### config.mk
export PLATFORM = sky130hd
export DESIGN_NAME = button_led_timeout_controller_core
export DESIGN_NICKNAME = d
export VERILOG_FILES = /design/src/bltc_pkg.sv /design/src/button_led_timeout_controller_core.sv
export SDC_FILE = /design/constraint.sdc
export NUM_CORES = 2
export LEC_CHECK = 0
export ABC_AREA = 0
export BUFFER_PORTS_ARGS = -buffer_cell sky130_fd_sc_hd__buf_2
export CORE_MARGIN = 1.5
export CORE_UTILIZATION = 38
export CTS_CLUSTER_SIZE = 12
export DETAILED_ROUTE_END_ITERATION = 8
export PLACE_DENSITY = 0.56
export SYNTH_ARGS = -nofsm -noshare
export SYNTH_HDL_FRONTEND = slang
export SYNTH_SLANG_ARGS = --single-unit
### constraint.sdc
create_clock -name clk_i -period 6.11 [get_ports clk_i]
set_clock_uncertainty 0.15 [all_clocks]
set_input_delay 0.611 -clock clk_i [delete_from_list [all_inputs] [get_ports clk_i]]
set_output_delay 0.611 -clock clk_i [all_outputs]
set_load 0.02 [all_outputs]
### src/bltc_pkg.sv
`timescale 1ns / 1ps
// Shared types, constants and helpers for the button LED timeout controller.
// No dependencies; imported by button_led_timeout_controller_core.
package bltc_pkg;

  localparam int NumButtons = 5;
  localparam int BtnW       = 3;
  localparam int ColorW     = 24;
  localparam int CountW     = 16;
  localparam int ColorsW    = 2 * ColorW;
  localparam int ApbDataW   = 64;
  localparam int ApbAddrW   = 6;
  localparam int RegIdxW    = 3;

  // a gesture or downlink gives at most two writes, a tick one per button
  localparam int MaxResults = (NumButtons > 2) ? NumButtons : 2;
  localparam int ResIdxW    = $clog2(MaxResults);
  localparam int ResCntW    = $clog2(MaxResults + 1);

  // register map, 8-byte stride
  localparam logic [RegIdxW-1:0] RegSingleMode   = 3'd0;
  localparam logic [RegIdxW-1:0] RegDispTimeout  = 3'd1;
  localparam logic [RegIdxW-1:0] RegColorsBase   = 3'd2;

  typedef enum logic [1:0] {
    ACT_GESTURE  = 2'd0,
    ACT_DOWNLINK = 2'd1,
    ACT_TICK     = 2'd2
  } action_e;

  typedef struct packed {
    logic [BtnW-1:0]   btn;
    logic [ColorW-1:0] rgb;
  } led_write_t;

  // per-channel maximum of two 0xRRGGBB values
  function automatic logic [ColorW-1:0] chan_max(input logic [ColorW-1:0] a,
                                                 input logic [ColorW-1:0] b);
    logic [ColorW-1:0] r;
    r = '0;
    for (int c = 0; c < 3; c++) begin
      r[c*8 +: 8] = (a[c*8 +: 8] > b[c*8 +: 8]) ? a[c*8 +: 8] : b[c*8 +: 8];
    end
    return r;
  endfunction

endpackage

### src/button_led_timeout_controller_core.sv
`timescale 1ns / 1ps
// Button LED timeout controller: slot state, APB registers, result queue.
// Depends on bltc_pkg.
//
// Usage:
//   s_axis carries one command per transfer: a button gesture, a downlink
//   colour set or a one-second tick. m_axis carries LED writes (button index
//   and RGB); tlast marks the final write caused by a command. Gestures and
//   downlinks with an out-of-range button, the unused action code, or a tick
//   with no expiry give no write at all.
//   All state is updated in the accept cycle; the writes of that command go to
//   a small result queue and then, one per cycle unless m_axis stalls, to the
//   output register. A command holds the queue until its writes (one or two
//   for a gesture or downlink, up to five for a tick) have moved on; the next
//   command is taken as its last write moves on, so commands with at most one
//   write run at one per cycle unless m_axis stalls; the queue drain sets the
//   rate. The user must write the APB port (8-byte register stride) only
//   while idle; the block itself does not enforce this. pready is tied high.
//   Reset clears registers, slots and the lit-button record, and empties the
//   queue. When m_axis stalls the output register holds; s_axis is ready
//   only while the queue is empty or its last write moves on.
module button_led_timeout_controller_core
  import bltc_pkg::*;
(
  input  logic                clk_i,
  input  logic                rst_ni,
  // APB configuration
  input  logic                psel,
  input  logic                penable,
  input  logic                pwrite,
  input  logic [ApbAddrW-1:0] paddr,
  input  logic [ApbDataW-1:0] pwdata,
  output logic [ApbDataW-1:0] prdata,
  output logic                pready,
  // command stream
  input  logic                s_axis_tvalid,
  output logic                s_axis_tready,
  input  logic [31:0]         s_axis_tdata,  // button[2:0], packed_color[26:3]
  input  logic [2:0]          s_axis_tuser,  // action[1:0], is_hold[2]
  // LED write stream
  output logic                m_axis_tvalid,
  input  logic                m_axis_tready,
  output logic [31:0]         m_axis_tdata,  // led_btn[2:0], red[10:3],
                                             // green[18:11], blue[26:19]
  output logic                m_axis_tlast
);

  // configuration
  logic                single_mode_q;
  logic [CountW-1:0]   disp_to_q;
  logic [ColorsW-1:0]  colors_q [NumButtons];
  logic [RegIdxW-1:0]  reg_idx;
  logic                cfg_wr;

  // slot state
  logic [ColorW-1:0]   click_col_q [NumButtons];
  logic [ColorW-1:0]   click_col_d [NumButtons];
  logic [ColorW-1:0]   hold_col_q  [NumButtons];
  logic [ColorW-1:0]   hold_col_d  [NumButtons];
  logic [CountW-1:0]   click_cd_q  [NumButtons];
  logic [CountW-1:0]   click_cd_d  [NumButtons];
  logic [CountW-1:0]   hold_cd_q   [NumButtons];
  logic [CountW-1:0]   hold_cd_d   [NumButtons];
  logic                lit_known_q, lit_known_d;
  logic [BtnW-1:0]     lit_btn_q,   lit_btn_d;

  // result queue and output register
  led_write_t          pend_q [MaxResults];
  led_write_t          res_d  [MaxResults];
  logic [ResCntW-1:0]  res_n;
  logic [ResCntW-1:0]  pend_cnt_q;
  logic [ResCntW-1:0]  pend_rd_q;
  logic                pend_has, last_one, out_load, in_fire;
  logic                out_valid_q;
  logic                out_last_q;
  led_write_t          out_q;

  // command decode
  action_e             act;
  logic                is_hold;
  logic [BtnW-1:0]     btn;
  logic [ColorW-1:0]   packed_col;

  assign act        = action_e'(s_axis_tuser[1:0]);
  assign is_hold    = s_axis_tuser[2];
  assign btn        = s_axis_tdata[2:0];
  assign packed_col = s_axis_tdata[26:3];

  // ---------------------------------------------------------------- APB
  assign pready  = 1'b1;
  assign reg_idx = paddr[ApbAddrW-1:3];
  assign cfg_wr  = psel & penable & pwrite & pready;

  always_ff @(posedge clk_i or negedge rst_ni) begin
    if (!rst_ni) begin
      single_mode_q <= 1'b0;
      disp_to_q     <= '0;
      for (int b = 0; b < NumButtons; b++) begin
        colors_q[b] <= '0;
      end
    end else if (cfg_wr) begin
      if (reg_idx == RegSingleMode) begin
        single_mode_q <= pwdata[0];
      end
      if (reg_idx == RegDispTimeout) begin
        disp_to_q <= pwdata[CountW-1:0];
      end
      for (int b = 0; b < NumButtons; b++) begin
        if (reg_idx == RegColorsBase + RegIdxW'(b)) begin
          colors_q[b] <= pwdata[ColorsW-1:0];
        end
      end
    end
  end

  always_comb begin
    prdata = '0;
    if (reg_idx == RegSingleMode) begin
      prdata = ApbDataW'(single_mode_q);
    end else if (reg_idx == RegDispTimeout) begin
      prdata = ApbDataW'(disp_to_q);
    end
    for (int b = 0; b < NumButtons; b++) begin
      if (reg_idx == RegColorsBase + RegIdxW'(b)) begin
        prdata = ApbDataW'(colors_q[b]);
      end
    end
  end

  // ---------------------------------------------------------------- handshake
  assign pend_has      = (pend_rd_q != pend_cnt_q);
  assign last_one      = (ResCntW'(pend_rd_q + 1'b1) == pend_cnt_q);
  assign out_load      = pend_has && (!out_valid_q || m_axis_tready);
  assign s_axis_tready = !pend_has || (last_one && out_load);
  assign in_fire       = s_axis_tvalid && s_axis_tready;

  // ---------------------------------------------------------------- command
  always_comb begin
    logic [ColorsW-1:0] sel_colors;
    logic [ColorW-1:0]  sel_click, sel_hold, gest_col, new_col, other_col;
    logic               btn_ok, expired;

    sel_colors = '0;
    sel_click  = '0;
    sel_hold   = '0;
    for (int b = 0; b < NumButtons; b++) begin
      if (btn == BtnW'(b)) begin
        sel_colors = colors_q[b];
        sel_click  = click_col_q[b];
        sel_hold   = hold_col_q[b];
      end
    end
    btn_ok    = (btn < BtnW'(NumButtons));
    gest_col  = is_hold ? sel_colors[ColorsW-1:ColorW] : sel_colors[ColorW-1:0];
    other_col = is_hold ? sel_click : sel_hold;
    new_col   = (act == ACT_GESTURE) ? gest_col : packed_col;
    expired   = 1'b0;

    click_col_d = click_col_q;
    hold_col_d  = hold_col_q;
    click_cd_d  = click_cd_q;
    hold_cd_d   = hold_cd_q;
    lit_known_d = lit_known_q;
    lit_btn_d   = lit_btn_q;
    res_n       = '0;
    for (int j = 0; j < MaxResults; j++) begin
      res_d[j] = '0;
    end

    case (act)
      ACT_GESTURE, ACT_DOWNLINK: begin
        if (btn_ok) begin
          // single mode: a lit colour blanks the previously lit button first
          if (single_mode_q && new_col != '0) begin
            if (lit_known_q && lit_btn_q != btn) begin
              for (int b = 0; b < NumButtons; b++) begin
                if (lit_btn_q == BtnW'(b)) begin
                  click_col_d[b] = '0;
                  hold_col_d[b]  = '0;
                  click_cd_d[b]  = '0;
                  hold_cd_d[b]   = '0;
                end
              end
              res_d[0] = '{btn: lit_btn_q, rgb: '0};
              res_n    = ResCntW'(1);
            end
            lit_btn_d   = btn;
            lit_known_d = 1'b1;
          end
          res_d[res_n[ResIdxW-1:0]].btn = btn;
          if (act == ACT_GESTURE) begin
            res_d[res_n[ResIdxW-1:0]].rgb = chan_max(gest_col, other_col);
          end else begin
            res_d[res_n[ResIdxW-1:0]].rgb = packed_col;
          end
          res_n = ResCntW'(res_n + 1'b1);
          for (int b = 0; b < NumButtons; b++) begin
            if (btn == BtnW'(b)) begin
              if (act == ACT_DOWNLINK) begin
                click_col_d[b] = '0;
                hold_col_d[b]  = '0;
                click_cd_d[b]  = '0;
                hold_cd_d[b]   = '0;
              end else if (is_hold) begin
                hold_col_d[b] = gest_col;
                hold_cd_d[b]  = disp_to_q;
              end else begin
                click_col_d[b] = gest_col;
                click_cd_d[b]  = disp_to_q;
              end
            end
          end
        end
      end
      ACT_TICK: begin
        for (int b = 0; b < NumButtons; b++) begin
          expired = 1'b0;
          if (click_cd_q[b] != '0) begin
            click_cd_d[b] = CountW'(click_cd_q[b] - 1'b1);
            if (click_cd_q[b] == CountW'(1)) begin
              click_col_d[b] = '0;
              expired        = 1'b1;
            end
          end
          if (hold_cd_q[b] != '0) begin
            hold_cd_d[b] = CountW'(hold_cd_q[b] - 1'b1);
            if (hold_cd_q[b] == CountW'(1)) begin
              hold_col_d[b] = '0;
              expired       = 1'b1;
            end
          end
          if (expired) begin
            res_d[res_n[ResIdxW-1:0]].btn = BtnW'(b);
            res_d[res_n[ResIdxW-1:0]].rgb = chan_max(click_col_d[b], hold_col_d[b]);
            res_n = ResCntW'(res_n + 1'b1);
          end
        end
      end
      default: begin
        // unused action code: no state change, no write
      end
    endcase
  end

  always_ff @(posedge clk_i or negedge rst_ni) begin
    if (!rst_ni) begin
      lit_known_q <= 1'b0;
      lit_btn_q   <= '0;
      for (int b = 0; b < NumButtons; b++) begin
        click_col_q[b] <= '0;
        hold_col_q[b]  <= '0;
        click_cd_q[b]  <= '0;
        hold_cd_q[b]   <= '0;
      end
    end else if (in_fire) begin
      lit_known_q <= lit_known_d;
      lit_btn_q   <= lit_btn_d;
      click_col_q <= click_col_d;
      hold_col_q  <= hold_col_d;
      click_cd_q  <= click_cd_d;
      hold_cd_q   <= hold_cd_d;
    end
  end

  // ---------------------------------------------------------------- queue
  always_ff @(posedge clk_i or negedge rst_ni) begin
    if (!rst_ni) begin
      pend_cnt_q <= '0;
      pend_rd_q  <= '0;
    end else if (in_fire) begin
      pend_cnt_q <= res_n;
      pend_rd_q  <= '0;
    end else if (out_load) begin
      pend_rd_q  <= ResCntW'(pend_rd_q + 1'b1);
    end
  end

  always_ff @(posedge clk_i) begin
    if (in_fire) begin
      pend_q <= res_d;
    end
  end

  always_ff @(posedge clk_i or negedge rst_ni) begin
    if (!rst_ni) begin
      out_valid_q <= 1'b0;
    end else if (out_load) begin
      out_valid_q <= 1'b1;
    end else if (m_axis_tready) begin
      out_valid_q <= 1'b0;
    end
  end

  always_ff @(posedge clk_i) begin
    if (out_load) begin
      out_q      <= pend_q[pend_rd_q[ResIdxW-1:0]];
      out_last_q <= last_one;
    end
  end

  assign m_axis_tvalid = out_valid_q;
  assign m_axis_tlast  = out_last_q;
  assign m_axis_tdata  = {5'd0, out_q.rgb[7:0], out_q.rgb[15:8], out_q.rgb[23:16],
                          out_q.btn};

`ifndef SYNTH
  a_rd_le_cnt : assert property (@(posedge clk_i) disable iff (!rst_ni)
    pend_rd_q <= pend_cnt_q)
    else $error("result queue read pointer passed fill count");

  a_cnt_max : assert property (@(posedge clk_i) disable iff (!rst_ni)
    pend_cnt_q <= ResCntW'(MaxResults))
    else $error("result queue overfilled");

  a_lit_range : assert property (@(posedge clk_i) disable iff (!rst_ni)
    lit_known_q |-> (lit_btn_q < BtnW'(NumButtons)))
    else $error("lit button out of range");

  a_burst_cont : assert property (@(posedge clk_i) disable iff (!rst_ni)
    (m_axis_tvalid && m_axis_tready && !m_axis_tlast) |=> m_axis_tvalid)
    else $error("gap inside the writes of one command");
`endif

endmodule

* After elaboration in Yosys (flattened, before gate mapping)
Index checks and enable logic that the tools add are counted.
** Cells by class
- Add/subtract/negate cells :: 16
- Order comparisons :: 30
- Equal/unequal tests :: 40
- Multiplexer cells :: 273
- Bitwise gates (word level) :: 8
- Reduce and logical (&&, ||, !) cells :: 52
** Operator list (number)
- 2-to-1 mux 24 bit :: 89
- bitwise mux 135 bit :: 11
- 2-to-1 mux 135 bit :: 9
- 2-to-1 mux 16 bit :: 52
- demux 27 bit (select 3 bit) :: 10
- 2-to-1 mux 120 bit :: 6
- 2-to-1 mux 80 bit :: 6
- one-hot mux 120 bit (2 select lines) :: 2
- 2-to-1 mux 27 bit :: 12
- 2-to-1 mux 64 bit :: 5
- one-hot mux 80 bit (2 select lines) :: 2
- one-hot mux 135 bit (2 select lines) :: 1
- 2-to-1 mux 48 bit :: 5
- equality test 16 x 1 -> 1 bit (second input constant) :: 10
- nonzero test 16 bit :: 10
- subtractor 16 x 1 -> 16 bit (second input constant) :: 10
- greater-than comparator 8 bit :: 18
- 2-to-1 mux 8 bit :: 18
- binary-select mux 27 bit (select 3 bit) :: 1
- AND reduction 4 bit :: 11
- 2-to-1 mux 3 bit :: 13
- 2-to-1 mux 1 bit :: 30
- greater-or-equal comparator 4 bit (second input constant) :: 6
- NOT 3 -> 4 bit :: 6
- other kinds (23) :: 76
** Word-level totals
- Bits in registers :: 831
- Input bits :: 112
- Output and inout port bits :: 100
- Logic and storage cells :: 464

* Depth between registers and ports, before layout
- Word-level depth :: 29
- Depth in mapped cells :: 24
- Depth with buffers taken out :: 17

* Worst setup path after synthesis
Ideal clock, no wire load.
- Path type :: register to register
- Start :: register pend_rd_q[2]
- End :: register lit_btn_q[0]
- Library setup time :: 0.125 ns
- Arrival :: 6.228 ns
- Data required time :: 5.835 ns
- Path slack :: -0.393 ns
- Stages on the path, launching flop included :: 8
- Buffers on the path :: 2
- Cell sequence :: dfrtp_1 clkbuf_1 xor3_1 nor4_1 o21a_1 clkbuf_1 o2111a_1 mux2_2
** Between the ends
- Cells in the longest elaborated chain, start to end :: 6
** Ends and longest elaborated chain
- start, declared :: line button_led_timeout_controller_core.sv:72 : logic [ResCntW-1:0] pend_rd_q;
- start signal, assigned :: line button_led_timeout_controller_core.sv:274 : pend_rd_q <= ResCntW'(pend_rd_q + 1'b1);
- adder 3 x 1 -> 3 bit or inequality test 3 bit (tied branches) :: line button_led_timeout_controller_core.sv:132, button_led_timeout_controller_core.sv:131
- equality test 3 bit or logical AND 1 bit (tied branches) :: line button_led_timeout_controller_core.sv:132, button_led_timeout_controller_core.sv:133
- logical AND 1 bit :: line button_led_timeout_controller_core.sv:134 : assign s_axis_tready = !pend_has || (last_one && out_load);
- logical OR 1 bit (*) :: line button_led_timeout_controller_core.sv:134
- logical AND 1 bit (*) :: line button_led_timeout_controller_core.sv:135 : assign in_fire = s_axis_tvalid && s_axis_tready;
- net in_fire :: line button_led_timeout_controller_core.sv:73 : logic pend_has, last_one, out_load, in_fire;
- AND reduction 4 bit (no line) (*)
- end signal, assigned :: line button_led_timeout_controller_core.sv:257 : lit_btn_q <= lit_btn_d;
- end, declared :: line button_led_timeout_controller_core.sv:65 : logic [BtnW-1:0] lit_btn_q, lit_btn_d;
The timed path passes the listed nets; every way through them passes the cells marked *.
A chain may end at the register's enable or synchronous reset.

==> parameters.txt <==
Parameter                              Value

Die
  Number of cell rows ... 139
  Die Span X ... 384 µm
  Core box area ... 0.144 mm²
  Die footprint ... ~0.15 mm²
  Vertical die dimension ... 384 µm
  Starting density of the core ... about two fifths
  # IOs ... 212

Timing
  Count of pins over their slew limit ... 0
  Setup repair after global routing missed its margin ... no
  Final hold violation count ... 0
  Worst Tran Pin Value ... 1.32 ns
  Fmax ... about 180 MHz
  Setup-violating endpoint count in the final report ... 0
  Remaining max-slew budget at the tightest pin ... roughly 11%
  Min Hold Slack ... ~0.036 ns
  Shortest period the worst path allows ... about 5.7 ns
  Final worst path period share ... between 90 and 100%
  Sum of negative setup slack ... 0 ns

Clock network
  Clock latency of the later-clocked register in the worst-skew pair ... around 0.75 ns
  Maximum root-to-sink buffer count ... 3
  Clock slew at reported path FFs ... about 0.060 ns
  Buffers inserted during post-CTS setup optimization ... 0
  Clock Tree Root ... sky130_fd_sc_hd__clkbuf_16
  CTS tree ... built
  Post-cts gate resize count ... 0
  Num Clock Sinks ... 830
  H-tree depth ... 3
  Hold buffer count at cts ... 28
  CTS Buf Count ... 100

Logic synthesis
  Number of synthesized flops with an enable pin ... 162
  Total of flip-flops plus latches after synthesis ... between 800 and 900
  Async S/R FF share, synth ... between 80% and 90%
  Post-synthesis instance area ... ~0.055 mm²
  Total of warnings raised by yosys ... 0
  Leading cell types by total area after synthesis ... sky130_fd_sc_hd__dfrtp_1, sky130_fd_sc_hd__edfxtp_1, sky130_fd_sc_hd__mux2_2
  Ranking of synthesized cells by instance count ... sky130_fd_sc_hd__nand2_1, sky130_fd_sc_hd__dfrtp_1, sky130_fd_sc_hd__a21oi_1, sky130_fd_sc_hd__nor2_1, sky130_fd_sc_hd__o21ai_0
  Multiplexer area fraction after synthesis ... approximately 10%
  Dominant combinational cell family by area after synthesis ... compound AO/OA/AOI/OAI gates
  Library cell with the largest summed area after synthesis ... sky130_fd_sc_hd__dfrtp_1
  Post-synthesis adder-cell area fraction ... around 3.8%
  XOR/XNOR Fraction of Synth Area ... less than 1%
  Distinct cells, synth ... between 100 and 150
  Proportion of synthesized chip area in sequential cells ... a little under 40%
  Complex-gate fraction of the synthesized area ... about a quarter
  Most used DFF post-synth ... sky130_fd_sc_hd__dfrtp_1
  Post-synthesis area per instance ... 8.85 µm²
  Basic-gate share of the synthesized area counting and, or, nand and nor cells ... 15.6%
  Synthesized instance count ... 6222
  Leading cell type by number of instances after synthesis ... sky130_fd_sc_hd__nand2_1
  Synth top area share ... 30.3%

Place
  Weighted congestion at the end of routability-driven global placement ... between 1 and 1.5
  Cell Area, Placed ... between 0.05 and 0.06 mm²
  Detailed placer's ending HPWL ... between 150 and 200 mm
  Number of input and output port buffers inserted ... around 170

Route
  Initial detailed-routing violation count ... between 6000 and 7000
  Final Routed Wirelength ... around 240 mm
  Detailed-routing iteration count for the pre-antenna-repair pass ... 9
  Number of antenna-violating nets in the routed design ... 0
  Mean number of vias per cell ... around 6.4
  Via count ... around 53000
  Post-detailed-route DRC marker count ... 0
  Mean routed wirelength per cell ... approximately 29 µm

Worst setup path
  WS Path Type ... flip-flop to flip-flop
  Critical Path RT ... between 6 and 7 ns
  Critical Path Sink Type ... flip-flop
  Critical path startpoint category ... flip-flop
  Endpoint arrival time on the critical path ... ~6 ns
  Critical path fanouts, max ... 10

Finish
  Number of filler cells placed in the layout ... roughly 14000
  Final cell area excluding filler cells ... ~0.063 mm²
  Post-layout util ... ~44%
  Share of final-layout standard cells stronger than drive strength 1 ... roughly 16%
  Area Growth Syn to Fin ... 13.6%
  Post-layout net count ... ~6600

Status
  Outcome ... completed

Global route
  Maximum number of pins on one net before global-route repair ... between 150 and 200
  First-pass GRT wire length ... ~350 mm
  Number of global-route vias before repair ... ~50000
  Grt ovf ... 0
  Initial antenna violation count ... 17
  Overall fraction of global-route tracks in use ... approximately a third

Power and ir drop
  Post-layout power ... approximately 28 mW
  Maximum resistive drop on vdd ... about 0.28 mV
  Leakage ... around 26 nW
  Total power density per cell area ... roughly 440 mW/mm²

Run
  Number of violations of the max-capacitance limit ... 0

Worst hold path
  Worst hold-check path type ... input pin to flip-flop
cell families after synthesis:
| kind of cell | count (synthesis) |
|---|---|
| xor gates and xnor gates | 29 |
| other | 2 |
| AOI/OAI and AO/OA | 2073 |
| adders and majority gates | 168 |
| and+or+nand+nor | 1865 |
| buffers and inverters | 765 |
| muxes | 490 |
| DFF | 830 |
stage by stage:
step | setup WS (ns) | std cells
3_3_place_gp | 0.592 | 8093
2_1_floorplan | 1.27 | 6242
6_report | 0.440 | 8313
4_1_cts | 0.458 | 8307
5_1_grt | 0.102 | 8311
3_5_place_dp | 0.490 | 8093
final timing paths:
check / start / end / slack [ns] / depth (start not counted)
max: hold_cd_q[48]$_DFFE_PN0P_ / pend_q[113]$_DFFE_PP_ / 0.44 / 16
min: pwdata[1] / colors_q[145]$_DFFE_PN0P_ / 0.04 / 2
min reg2reg: click_cd_q[70]$_DFFE_PN0P_ / click_cd_q[70]$_DFFE_PN0P_ / 0.33 / 1
max reg2reg: hold_cd_q[48]$_DFFE_PN0P_ / pend_q[113]$_DFFE_PP_ / 0.44 / 16
max in group asynchronous: rst_ni / hold_col_q[114]$_DFFE_PN0P_ / 4.15 / 3
min in group asynchronous: rst_ni / disp_to_q[12]$_DFFE_PN0P_ / 0.27 / 2
sequential cells by signal (all words and copies together), names as in the netlist:
register and count:
click_cd_q 80, click_col_q 120, colors_q 240, disp_to_q 16
hold_cd_q 80, hold_col_q 120, lit_btn_q 3, lit_known_q 1
m_axis_tdata 27, m_axis_tlast 1, m_axis_tvalid 1, pend_cnt_q 3
pend_q 134, pend_rd_q 3, single_mode_q 1
per-layer routing:
metal / vias to the layer above / wire (µm) / global-route usage (%)
met5: - / 104 / 0
met4: 16 / 13200 / 15.6
met3: 525 / 26800 / 8.75
met2: 2943 / 101000 / 46.5
met1: 26400 / 97600 / 42.8
li1: 23400 / - / -
final cells by class:
| type | count | area [µm²] | area share, % |
|---|---|---|---|
| tap | 1903 | 2380 | 3.81 |
| antenna | 6 | 15.0 | 0.0240 |
| clock inverter | 46 | 564 | 0.902 |
| sequential | 830 | 21600 | 34.5 |
| multi-input combinational | 4647 | 30600 | 49.0 |
| timing repair buffer | 487 | 3570 | 5.70 |
| clock buffer | 140 | 2880 | 4.60 |
| inverter | 254 | 953 | 1.52 |
critical path: stages, from the launching register on:
cell and delay, ns:
sky130_fd_sc_hd__dfrtp_1 0.44, sky130_fd_sc_hd__inv_1 0.09, sky130_fd_sc_hd__ha_1 0.21, sky130_fd_sc_hd__or4b_2 0.80
sky130_fd_sc_hd__or4_1 0.49, sky130_fd_sc_hd__nand2_2 0.22, sky130_fd_sc_hd__inv_1 0.24, sky130_fd_sc_hd__ha_1 0.33
sky130_fd_sc_hd__mux2i_1 0.32, sky130_fd_sc_hd__ha_1 0.21, sky130_fd_sc_hd__a21boi_1 0.25, sky130_fd_sc_hd__xnor2_1 0.23
sky130_fd_sc_hd__a221o_1 0.25, sky130_fd_sc_hd__nand2_1 0.35, sky130_fd_sc_hd__a221o_1 0.38, sky130_fd_sc_hd__a221oi_1 0.33
sky130_fd_sc_hd__o22ai_1 0.12
where the power goes:
part | switching [mW] | internal [mW] | total [mW]
Clock | 2.66 | 3.75 | 6.41
Combinational | 7.61 | 4.23 | 11.8
Sequential | 1.77 | 7.67 | 9.43
cells in the final DEF (no fill, tap or decap), drive strengths merged, types with 34 or more instances in the layout:
cell,Yosys,final
o22ai,244,244
nand2,691,691
or3,36,36
buf,168,459
nor3,140,140
nor2b,59,59
nand2b,34,34
a21oi,477,477
clkbuf,343,140
a31oi,70,70
nand3,151,151
o221ai,51,51
mux2,277,277
a22o,86,86
nor2,466,466
a221o,46,46
mux2i,191,191
ha,164,164
o2bb2ai,62,62
dfrtp,668,668
a22oi,98,98
nand4,58,58
o21ai,426,426
a221oi,129,129
nor4,48,48
edfxtp,162,162
inv,252,254
a21o,96,96
a211oi,42,42
and2,62,62
No activity file was read; power rests on OpenSTA's default activity.
